File: config.mk
export PLATFORM = sky130hd
export DESIGN_NAME = bcd_rtc_register_device_unit
export DESIGN_NICKNAME = d
export VERILOG_FILES = /design/src/hw/rtl/brtc_pkg.sv /design/src/hw/rtl/brtc_in_stage.sv /design/src/hw/rtl/brtc_tick.sv /design/src/hw/rtl/brtc_regs.sv /design/src/hw/rtl/bcd_rtc_register_device_unit.sv
export SDC_FILE = /design/constraint.sdc
export NUM_CORES = 1
export LEC_CHECK = 0
export BUFFER_PORTS_ARGS = -buffer_cell sky130_fd_sc_hd__buf_2
export CORE_ASPECT_RATIO = 1.5
export CORE_MARGIN = 1
export CORE_UTILIZATION = 50
export CTS_BUF_LIST = sky130_fd_sc_hd__clkbuf_4 sky130_fd_sc_hd__clkbuf_8
export DETAILED_ROUTE_END_ITERATION = 8
export HOLD_SLACK_MARGIN = 0.06
export MAX_ROUTING_LAYER = met4
export PLACE_DENSITY = 0.73
export RECOVER_POWER = 50
export SYNTH_ARGS = -nofsm -noshare
export SYNTH_HDL_FRONTEND = slang
export SYNTH_SLANG_ARGS = --single-unit
File: constraint.sdc
create_clock -name i_clk -period 13.41 [get_ports i_clk]
set_input_delay 2.682 -clock i_clk [delete_from_list [all_inputs] [get_ports i_clk]]
set_output_delay 2.682 -clock i_clk [all_outputs]
set_load 0.02 [all_outputs]
File: src/hw/rtl/brtc_pkg.sv
// ----------------------------------------------------------------------------
// brtc_pkg: shared types, codes and helpers of the BCD clock register device
// Item and time-of-day types, action codes, register map and BCD helpers.
// ----------------------------------------------------------------------------
`default_nettype none

package brtc_pkg;

    // Registers that carry the clock itself; any beyond these are plain storage.
    localparam int BASE_REGS = 8;
    localparam int BASE_AW   = 3;
    localparam int REG_COUNT_DEF = 8;

    // Action codes carried in tuser.
    localparam logic [1:0] ACT_TICK  = 2'd0;
    localparam logic [1:0] ACT_PTR   = 2'd1;
    localparam logic [1:0] ACT_WRITE = 2'd2;
    localparam logic [1:0] ACT_READ  = 2'd3;

    // Register map of the clock.
    localparam logic [BASE_AW-1:0] REG_SEC  = 3'd0;
    localparam logic [BASE_AW-1:0] REG_MIN  = 3'd1;
    localparam logic [BASE_AW-1:0] REG_HOUR = 3'd2;
    localparam logic [BASE_AW-1:0] REG_DOW  = 3'd3;
    localparam logic [BASE_AW-1:0] REG_DATE = 3'd4;
    localparam logic [BASE_AW-1:0] REG_MON  = 3'd5;
    localparam logic [BASE_AW-1:0] REG_YEAR = 3'd6;
    localparam logic [BASE_AW-1:0] REG_CTRL = 3'd7;

    localparam logic [7:0] RST_DOW  = 8'h01;
    localparam logic [7:0] RST_DATE = 8'h01;
    localparam logic [7:0] RST_MON  = 8'h01;
    localparam logic [7:0] RST_YEAR = 8'h25;

    localparam logic [7:0] SEC_WRAP  = 8'd60;
    localparam logic [7:0] MIN_WRAP  = 8'd60;
    localparam logic [7:0] HOUR_WRAP = 8'd24;
    localparam logic [7:0] DATE_MAX  = 8'd31;
    localparam logic [7:0] MON_MAX   = 8'd12;
    localparam logic [7:0] YEAR_MAX  = 8'd99;

    typedef struct packed {
        logic [1:0] action;
        logic [7:0] data;
    } t_item;

    typedef struct packed {
        logic [7:0] sec;
        logic [7:0] min;
        logic [7:0] hour;
        logic [7:0] date;
        logic [7:0] mon;
        logic [7:0] year;
    } t_time;

    // High nibble times ten plus low nibble; nibbles above nine are not clamped.
    function automatic logic [7:0] bcd_value(input logic [7:0] v);
        return 8'(v[7:4]) * 8'd10 + 8'(v[3:0]);
    endfunction

    // Tens into the high nibble, units into the low one, truncated to a byte.
    // Division by ten uses the reciprocal 205/2048, exact for any byte.
    function automatic logic [7:0] bcd_code(input logic [7:0] v);
        logic [15:0] prod;
        logic [4:0]  quot;
        logic [7:0]  rem;
        prod = 16'(v) * 16'd205;
        quot = prod[15:11];
        rem  = v - 8'(quot) * 8'd10;
        return {quot[3:0], rem[3:0]};
    endfunction

endpackage

`default_nettype wire

File: src/hw/rtl/brtc_in_stage.sv
// ----------------------------------------------------------------------------
// brtc_in_stage: input register of the clock register device
// Holds one accepted beat until the processing stage takes it.
// ----------------------------------------------------------------------------
`default_nettype none

module brtc_in_stage (
    input  wire logic           i_clk,
    input  wire logic           i_rst_n,
    input  wire logic           i_valid,
    output logic                o_ready,
    input  wire brtc_pkg::t_item i_item,
    output logic                o_valid,
    input  wire logic           i_take,
    output brtc_pkg::t_item     o_item
);
    import brtc_pkg::*;

    logic  r_valid;
    t_item r_item;

    // Free slot, or the held beat leaves in this cycle.
    assign o_ready = !r_valid || i_take;
    assign o_valid = r_valid;
    assign o_item  = r_item;

    always_ff @(posedge i_clk) begin
        if (!i_rst_n) begin
            r_valid <= 1'b0;
        end else if (o_ready) begin
            r_valid <= i_valid;
        end
    end

    always_ff @(posedge i_clk) begin
        if (o_ready && i_valid) begin
            r_item <= i_item;
        end
    end

endmodule

`default_nettype wire

File: src/hw/rtl/brtc_tick.sv
// ----------------------------------------------------------------------------
// brtc_tick: one-second advance of the BCD time fields
// Decodes the six time fields, runs the rollover cascade and re-encodes.
// ----------------------------------------------------------------------------
`default_nettype none

module brtc_tick (
    input  wire brtc_pkg::t_time i_now,
    output brtc_pkg::t_time      o_next
);
    import brtc_pkg::*;

    logic [7:0] sec, min, hour, date, mon, year;

    always_comb begin
        sec  = bcd_value(i_now.sec) + 8'd1;
        min  = bcd_value(i_now.min);
        hour = bcd_value(i_now.hour);
        date = bcd_value(i_now.date);
        mon  = bcd_value(i_now.mon);
        year = bcd_value(i_now.year);

        if (sec >= SEC_WRAP) begin
            sec = 8'd0;
            min = min + 8'd1;
            if (min >= MIN_WRAP) begin
                min  = 8'd0;
                hour = hour + 8'd1;
                if (hour >= HOUR_WRAP) begin
                    hour = 8'd0;
                    date = date + 8'd1;
                    if (date > DATE_MAX) begin
                        date = 8'd1;
                        mon  = mon + 8'd1;
                    end
                    // The month is checked on every day change, so an
                    // out-of-range stored month also rolls the year.
                    if (mon > MON_MAX) begin
                        mon  = 8'd1;
                        year = year + 8'd1;
                        if (year > YEAR_MAX) begin
                            year = 8'd0;
                        end
                    end
                end
            end
        end

        o_next.sec  = bcd_code(sec);
        o_next.min  = bcd_code(min);
        o_next.hour = bcd_code(hour);
        o_next.date = bcd_code(date);
        o_next.mon  = bcd_code(mon);
        o_next.year = bcd_code(year);
    end

endmodule

`default_nettype wire

File: src/hw/rtl/brtc_regs.sv
// ----------------------------------------------------------------------------
// brtc_regs: register file, pointer and result register
// Applies one item per cycle to the registers, unless a held result is not taken, and registers its result.
// ----------------------------------------------------------------------------
`default_nettype none

module brtc_regs #(
    parameter int REG_COUNT = brtc_pkg::REG_COUNT_DEF
) (
    input  wire logic            i_clk,
    input  wire logic            i_rst_n,
    input  wire logic            i_clk_en,
    input  wire logic            i_valid,
    input  wire brtc_pkg::t_item i_item,
    output logic                 o_take,
    output logic                 o_valid,
    input  wire logic            i_ready,
    output logic [7:0]           o_read_data,
    output logic [7:0]           o_pointer_now
);
    import brtc_pkg::*;

    localparam int EXT   = (REG_COUNT > BASE_REGS) ? REG_COUNT - BASE_REGS : 1;
    localparam int EXT_W = (EXT > 1) ? $clog2(EXT) : 1;
    localparam logic [7:0] CNT      = 8'(REG_COUNT);
    localparam logic [7:0] CNT_LAST = 8'(REG_COUNT - 1);
    localparam logic [7:0] BASE     = 8'(BASE_REGS);

    logic [7:0] r_low [BASE_REGS];
    logic [7:0] r_ext [EXT];
    logic [EXT-1:0] r_ext_ok;
    logic [7:0] r_ptr;
    logic       r_ovalid;
    logic [7:0] r_rd;
    logic [7:0] r_ptr_out;

    t_time      now;
    t_time      nxt;
    logic [7:0] n_ptr;
    logic [7:0] n_rd;
    logic       in_file;
    logic       in_low;
    logic       ext_rd;
    logic       ext_we;
    logic       low_we;
    logic       tick_we;
    logic [7:0] ext_off;
    logic [EXT_W-1:0] ext_idx;

    assign now.sec  = r_low[REG_SEC];
    assign now.min  = r_low[REG_MIN];
    assign now.hour = r_low[REG_HOUR];
    assign now.date = r_low[REG_DATE];
    assign now.mon  = r_low[REG_MON];
    assign now.year = r_low[REG_YEAR];

    brtc_tick u_tick (
        .i_now  (now),
        .o_next (nxt)
    );

    assign o_take        = i_valid && (!r_ovalid || i_ready);
    assign o_valid       = r_ovalid;
    assign o_read_data   = r_rd;
    assign o_pointer_now = r_ptr_out;

    assign in_file = r_ptr < CNT;
    assign in_low  = r_ptr < BASE;
    assign ext_off = r_ptr - BASE;
    assign ext_idx = ext_off[EXT_W-1:0];

    always_comb begin
        n_ptr   = r_ptr;
        n_rd    = 8'd0;
        ext_rd  = 1'b0;
        ext_we  = 1'b0;
        low_we  = 1'b0;
        tick_we = 1'b0;
        case (i_item.action)
            ACT_TICK: begin
                tick_we = i_clk_en;
            end
            ACT_PTR: begin
                n_ptr = i_item.data;
            end
            ACT_WRITE: begin
                if (in_file) begin
                    low_we = in_low;
                    ext_we = !in_low;
                    n_ptr  = r_ptr + 8'd1;
                end
            end
            ACT_READ: begin
                if (in_file) begin
                    if (in_low) begin
                        n_rd = r_low[r_ptr[BASE_AW-1:0]];
                    end else begin
                        ext_rd = 1'b1;
                    end
                end
                // Reads stop at the last register.
                if (r_ptr < CNT_LAST) begin
                    n_ptr = r_ptr + 8'd1;
                end
            end
            default: begin
                n_ptr = r_ptr;
            end
        endcase
    end

    always_ff @(posedge i_clk) begin
        if (!i_rst_n) begin
            r_ovalid <= 1'b0;
            r_ptr    <= 8'd0;
            r_ext_ok <= '0;
            r_low[REG_SEC]  <= 8'd0;
            r_low[REG_MIN]  <= 8'd0;
            r_low[REG_HOUR] <= 8'd0;
            r_low[REG_DOW]  <= RST_DOW;
            r_low[REG_DATE] <= RST_DATE;
            r_low[REG_MON]  <= RST_MON;
            r_low[REG_YEAR] <= RST_YEAR;
            r_low[REG_CTRL] <= 8'd0;
        end else begin
            if (o_take) begin
                r_ovalid <= 1'b1;
            end else if (i_ready) begin
                r_ovalid <= 1'b0;
            end
            if (o_take) begin
                r_ptr <= n_ptr;
                if (low_we) begin
                    r_low[r_ptr[BASE_AW-1:0]] <= i_item.data;
                end
                if (ext_we) begin
                    r_ext_ok[ext_idx] <= 1'b1;
                end
                if (tick_we) begin
                    r_low[REG_SEC]  <= nxt.sec;
                    r_low[REG_MIN]  <= nxt.min;
                    r_low[REG_HOUR] <= nxt.hour;
                    r_low[REG_DATE] <= nxt.date;
                    r_low[REG_MON]  <= nxt.mon;
                    r_low[REG_YEAR] <= nxt.year;
                end
            end
        end
    end

    // Extra storage registers: a memory with a registered read into the
    // result register. Entries never written read as zero.
    always_ff @(posedge i_clk) begin
        if (o_take) begin
            if (ext_we) begin
                r_ext[ext_idx] <= i_item.data;
            end
            if (ext_rd) begin
                r_rd <= r_ext_ok[ext_idx] ? r_ext[ext_idx] : 8'd0;
            end else begin
                r_rd <= n_rd;
            end
            r_ptr_out <= n_ptr;
        end
    end

endmodule

`default_nettype wire

File: src/hw/rtl/bcd_rtc_register_device_unit.sv
// ----------------------------------------------------------------------------
// bcd_rtc_register_device_unit: BCD real-time clock with a byte register file
// Tick, pointer, write and read beats in; one result beat out for each.
// ----------------------------------------------------------------------------
// Usage. Each input beat carries an action in s_axis_tuser and a byte in
// s_axis_tdata. A tick advances the BCD time by one second while the clock
// is enabled; a pointer beat loads the register pointer; a write beat stores
// the byte at the pointer and steps it on; a read beat returns the byte at
// the pointer and steps it on until the last register.
// Every input beat gives exactly one output beat on m_axis, with the byte
// read (zero for other actions) and the pointer after the beat.
// The enable is written through the cfg channel, which is always ready; it
// is meant to be changed only while no beats are in flight.
// A beat passes through two registers: the input register, then the result
// register. One beat is accepted every cycle while the receiver takes its
// results; the tick cascade between the two registers is combinational.
// When the receiver stalls, the result register holds its beat
// and the input register still takes one more beat before s_axis_tready
// falls. Reset (i_rst_n low, synchronous) sets the time to 00:00:00, day 1,
// 01/01, year 25, clears the pointer and control byte, and enables the clock.
// ----------------------------------------------------------------------------
`default_nettype none

module bcd_rtc_register_device_unit #(
    parameter int REG_COUNT = brtc_pkg::REG_COUNT_DEF
) (
    input  wire logic        i_clk,
    input  wire logic        i_rst_n,
    // Configuration write: bit 0 is clock_enable.
    input  wire logic        i_cfg_valid,
    output logic             o_cfg_ready,
    input  wire logic        i_cfg_data,
    // Input stream.
    input  wire logic        s_axis_tvalid,
    output logic             s_axis_tready,
    input  wire logic [7:0]  s_axis_tdata,   // [7:0] data_byte
    input  wire logic [1:0]  s_axis_tuser,   // [1:0] action
    // Output stream.
    output logic             m_axis_tvalid,
    input  wire logic        m_axis_tready,
    output logic [15:0]      m_axis_tdata    // [7:0] read_data, [15:8] pointer_now
);
    import brtc_pkg::*;

    logic  r_clk_en;
    t_item in_item;
    t_item held_item;
    logic  held_valid;
    logic  take;
    logic [7:0] read_data;
    logic [7:0] pointer_now;

    // The enable is a single flip-flop; writes complete in the cycle offered.
    assign o_cfg_ready = 1'b1;

    always_ff @(posedge i_clk) begin
        if (!i_rst_n) begin
            r_clk_en <= 1'b1;
        end else if (i_cfg_valid) begin
            r_clk_en <= i_cfg_data;
        end
    end

    assign in_item.action = s_axis_tuser;
    assign in_item.data   = s_axis_tdata;

    brtc_in_stage u_in (
        .i_clk   (i_clk),
        .i_rst_n (i_rst_n),
        .i_valid (s_axis_tvalid),
        .o_ready (s_axis_tready),
        .i_item  (in_item),
        .o_valid (held_valid),
        .i_take  (take),
        .o_item  (held_item)
    );

    brtc_regs #(
        .REG_COUNT (REG_COUNT)
    ) u_regs (
        .i_clk         (i_clk),
        .i_rst_n       (i_rst_n),
        .i_clk_en      (r_clk_en),
        .i_valid       (held_valid),
        .i_item        (held_item),
        .o_take        (take),
        .o_valid       (m_axis_tvalid),
        .i_ready       (m_axis_tready),
        .o_read_data   (read_data),
        .o_pointer_now (pointer_now)
    );

    assign m_axis_tdata = {pointer_now, read_data};

endmodule

`default_nettype wire
# After elaboration in Yosys (flattened, before gate mapping)
# Memories as Yosys holds them, arrays and structs flattened. A register that Yosys moved wholly into a read port is not among the register bits.
# Index checks and enable logic that the tools add are counted.
# totals
register_bits,29
ram_bits,64
in_bits,16
out_inout_bits,19
word_cells,122
n_memories,1
# op_classes
n_addsub,19
n_mul,18
order_cmp,8
n_eq_ne,3
n_mux,49
bitwise,6
n_reduce_logical,11
# mem_list
name,depth,word_bits,rd,rd_clocked_by_memory_dff,write_ports,line_no,rtl
u_regs.r_low,8,8,7,1,8,brtc_regs.sv:29,logic [7:0] r_low [BASE_REGS];
# ops
operator,n
8-bit 2-to-1 mux,32
8-bit by 8-bit multiplier with 16-bit output (second input constant),6
8-bit by 1-bit adder with 8-bit output (second input constant),7
8-bit by 4-bit adder with 8-bit output,6
4-bit by 3-bit multiplier with 7-bit output (second input constant),6
5-bit by 3-bit multiplier with 3-bit output (second input constant),6
8-bit case mux with 3 select lines,1
4-bit subtractor,6
8-bit by 6-bit >= comparator with 1-bit output (second input constant),2
1-bit 2-to-1 mux,15
8-bit by 5-bit >= comparator with 1-bit output (second input constant),1
8-bit by 4-bit > comparator with 1-bit output (second input constant),1
8-bit by 5-bit > comparator with 1-bit output (second input constant),1
8-bit by 7-bit > comparator with 1-bit output (second input constant),1
8-bit by 3-bit < comparator with 1-bit output (second input constant),1
8-bit by 4-bit < comparator with 1-bit output (second input constant),1
8-bit OR reduction,1
1-bit bitwise OR,6
2-bit == test (second input constant),2
1-bit zero test,3
3-bit 2-to-1 mux,1
2-bit by 1-bit == test with 1-bit output (second input constant),1
1-bit logical AND,2
2-bit zero test,1
other kinds (3),4

# Depth between registers and ports, before layout
# An unclocked memory read counts as a cell.
# logic_depth
word_depth,18
ltp_mapped,37
mapped_depth_nobuf,37

# Cells and area by module
# A second synthesis with hierarchy kept.
# hier_totals
hier_cells,1515
hier_area_um2,14711.6
# modules_own_cells
module,n_inst,cells_per_inst,area_per_inst_um2,seq_area_each_um2
brtc_tick,1,1174,9958.3,0.0
brtc_regs,1,321,4350.4,2582.5
brtc_in_stage,1,15,357.8,320.3
bcd_rtc_register_device_unit,1,5,45.0,20.0

# Worst setup path before layout
# OpenSTA, ideal clock, no wires.
# synth_path
path_kind,register to register
startpoint,mem u_regs.r_low[2][5]
endpoint,mem u_regs.r_low[5][3] (data pin)
arrival_ns,8.699
t_required_ns,13.154
setup_slack_ns,4.454
path_stages_with_launch,36
path_cell_list,edfxtp_1 > ha_1 > ha_1 > fa_1 > nand2_2 > or4_1 > a31o_1 > and4_1 > o21a_1 > o21ai_0 > nand3_1 > clkbuf_1 > or3_1 > o21ai_0 > ha_1 > inv_1 > fa_1 > inv_1 > fa_1 > inv_1 > fa_1 > inv_1 > ha_1 > a21o_1 > a21oi_1 > o21ai_0 > or2_2 > o32ai_1 > a21oi_2 > a21oi_1 > xnor2_1 > fa_1 > xor2_1 > xnor3_1 > xnor2_1 > a22o_1
# synth_lines
item,line_no
from (decl),brtc_regs.sv:29

==> summary.txt <==
Clocking
  – CTS Hold Bufs: 0
  – Worst-Skew Late Latency: 0.40 ns
  – Setup Fix Bufs, Post-CTS: 0
  – CTS tree: done
  – CTS Root Cell: clkbuf_8
  – Clock tree sinks: 101
  – PostCTS Resize Cnt: 0
  – CTS Buf Count: 9
  – Clk pin slew, worst setup/hold paths: 0.12 ns
  – H-tree levels: 3
  – CTS Buffer Depth: 2

Logic synthesis
  – Number of synthesized flops with an enable pin: 90
  – Synth Instances: 1500
  – Synthesis-stage register bit count: 101
  – Synth Flop Type: edfxtp_1
  – Mean Syn Cell Area: 9.42 um^2
  – Register area share after synthesis: 0.207
  – Async SR Flop Fraction: 0
  – Synth cell types: 73
  – Synth Warn #: 0
  – Synthesized area: 14100 um^2

Place
  – Final Wtd Congestion: 0.926
  – Port bufs: 33
  – HPWL after DPL: 26.8 mm
  – Place WS: 3.87 ns

STA
  – Least-Margin Pin Slew: 1.51 ns
  – Hold slack: 0.486 ns
  – Max-slew violations: 27
  – # setup viols final: 0
  – Final Hold Fails: 0
  – Slew margin rel.: -0.00354
  – RSZ-0062 raised after global routing: no
  – Fin crit period: 9.62 ns
  – Max Clock Freq: 104 MHz
  – Setup TNS: 0 ns
  – Worst setup margin: 3.79 ns
  – Final Cycle Share: 0.718
  – Final setup skew: 0.0216 ns

Worst setup path
  – RR Startpoint: u_regs.r_low[2][5]
  – Worst-path maximum fanout: 15
  – Req. time, crit path: 13.55 ns
  – Crit-path max cell delay: 0.57 ns
  – Startpoint Class: register
  – Worst Setup End Kind: register
  – CP max stage cell: or3_1
  – Worst EP arrival: 9.77 ns
  – R2r endpoint: u_regs.r_low[5][3]
  – WS Path Type: reg -> reg
  – Most common cell on crit path: fa_1
  – Worst Path Buf+Inv: 4
  – Worst path top cell family by delay: adder cells
  – Reg2reg path depth: 34
  – Reg2Reg Setup Slack: 3.79 ns

Cells and area
  – Syn-to-layout area delta: 5.10%
  – # nets final: 1913
  – FF+latch area: 2920 um^2
  – Final Util: 0.533
  – Antenna diode count: 0
  – Area occupied by multi-input gates: 10200 um^2
  – Final-layout fill cell count: 2489
  – Most frequent cells in the layout: ha_1 (291), inv_1 (241), nand2_1 (115)
  – Commonest non-fill, non-tap cell in the layout: ha_1
  – Layout cells sized above 1: 0.0445

Worst hold path
  – Hold path depth: 2
  – HP Class: reg -> reg
  – Worst Hold Launch: r_clk_en
  – Worst Hold Path EP: r_clk_en

Drt
  – DR WL/cell: 17.0 um
  – Residual DRC count: 0
  – DR iter-0 viols: 444
  – DRT Pass-1 Iters: 5
  – Antenna viol nets, final: 0
  – Vias per inst: 5.75
  – Routed Wire Length: 31.9 mm
  – Via count: 10800

Global route
  – Largest net degree at the start of global routing: 28
  – Initial antenna violation count: 0
  – Gr usage total: 0.236
  – First-pass GRT wire length: 53.2 mm
  – Vias in the first global route: 11100
  – GRT Residual Overflow: 0

Die
  – Initial core utilization: 0.507
  – Die Width: 139 um
  – Core Box Area: 27900 um^2
  – Die area: 28900 um^2
  – Chip height: 208 um
  – Io pins: 35
  – Row cnt: 75

Status
  – Outcome: finished with violations
  – Failing checks: max-capacitance violations, max-slew violations

Flow run
  – Max-cap violations: 1
==> cell type report <==
type / instances / area share
clock buffer: 9 / 0.00834
tap: 346 / 0.0292
inverter: 241 / 0.0609
multi-input combinational: 1131 / 0.687
timing repair buffer: 38 / 0.0119
sequential: 101 / 0.197
clock inverter: 7 / 0.00615
==> metal layers <==
metal,GRT usage,part of all wire,wire length (um)
met4,0.0935,0.036,1150
met3,0.0166,0.032,1010
met1,0.252,0.38,12200
met2,0.447,0.55,17500
met5,-,0,0
==> state kept, by name (all words and copies together), names as in the netlist <==
signal / count
u_regs.o_valid: 1
u_regs.o_pointer_now: 8
u_in.o_item: 10
u_in.o_valid: 1
u_regs.r_low: 64
r_clk_en: 1
u_regs.r_ptr: 8
u_regs.o_read_data: 8
==> stage by stage <==
step | instances | instance area (um^2)
2_1_floorplan | 1507 | 14200
3_5_place_dp | 1857 | 14700
6_report | 1873 | 14800
3_3_place_gp | 1857 | 14700
4_1_cts | 1873 | 14900
5_1_grt | 1873 | 14800
==> cell families (layout without fill, tap and decap cells) <==
group	count (synthesis)	count (layout)	share of synthesized area
and+or+nand+nor	355	355	0.120
muxes	39	39	0.0387
DFF	101	101	0.207
adders and majority gates	376	376	0.377
xor gates and xnor gates	103	103	0.0674
AOI/OAI and AO/OA	249	249	0.116
other	2	9	0.000532
buffers and inverters	275	295	0.0734
==> worst max-delay path by stage <==
stage	from	endpoint	slack [ns]	cells past startpoint
global placement	u_regs.r_low[2][5]	u_regs.r_low[5][3]	4.06	34
detailed placement	u_regs.r_low[2][5]	u_regs.r_low[5][3]	3.87	34
finish	u_regs.r_low[2][5]	u_regs.r_low[5][3]	3.79	34
floorplan	u_regs.r_low[2][5]	u_regs.r_low[5][3]	4.45	35
global route	u_regs.r_low[1][5]	u_regs.r_low[5][3]	3.13	33
CTS	u_regs.r_low[2][5]	u_regs.r_low[5][3]	3.84	34
==> cell usage after synthesis, types with 7 or more instances <==
master	n	area share
mux2i_1	25	0.018
and2_1	27	0.012
nand2_1	115	0.031
xor2_1	25	0.015
clkbuf_1	27	0.0072
edfxtp_1	90	0.19
nor3_1	24	0.0085
ha_1	291	0.26
o31ai_1	8	0.0043
nor2b_1	15	0.0066
o21a_1	11	0.0058
o21ai_0	77	0.027
a21oi_1	51	0.018
xnor2_1	73	0.045
or3_1	8	0.0035
nor2_1	85	0.023
inv_1	241	0.064
dfxtp_1	11	0.016
fa_1	84	0.12
nand3_1	22	0.0078
o211ai_1	7	0.0037
mux4_2	12	0.019
nand2b_1	15	0.0066
a31oi_1	10	0.0044
a22o_1	13	0.0081
a21o_1	18	0.0096
nand4_1	14	0.0062
==> tightest hold or removal path, cell delays in order (launching register included) <==
cell	delay, ns
dfxtp_1	0.35
mux2i_1	0.06
nand2_1	0.06
Power is left out: the tool's default activity adds up to more than one toggle a clock period on the data nets, which glitch-free logic cannot reach.
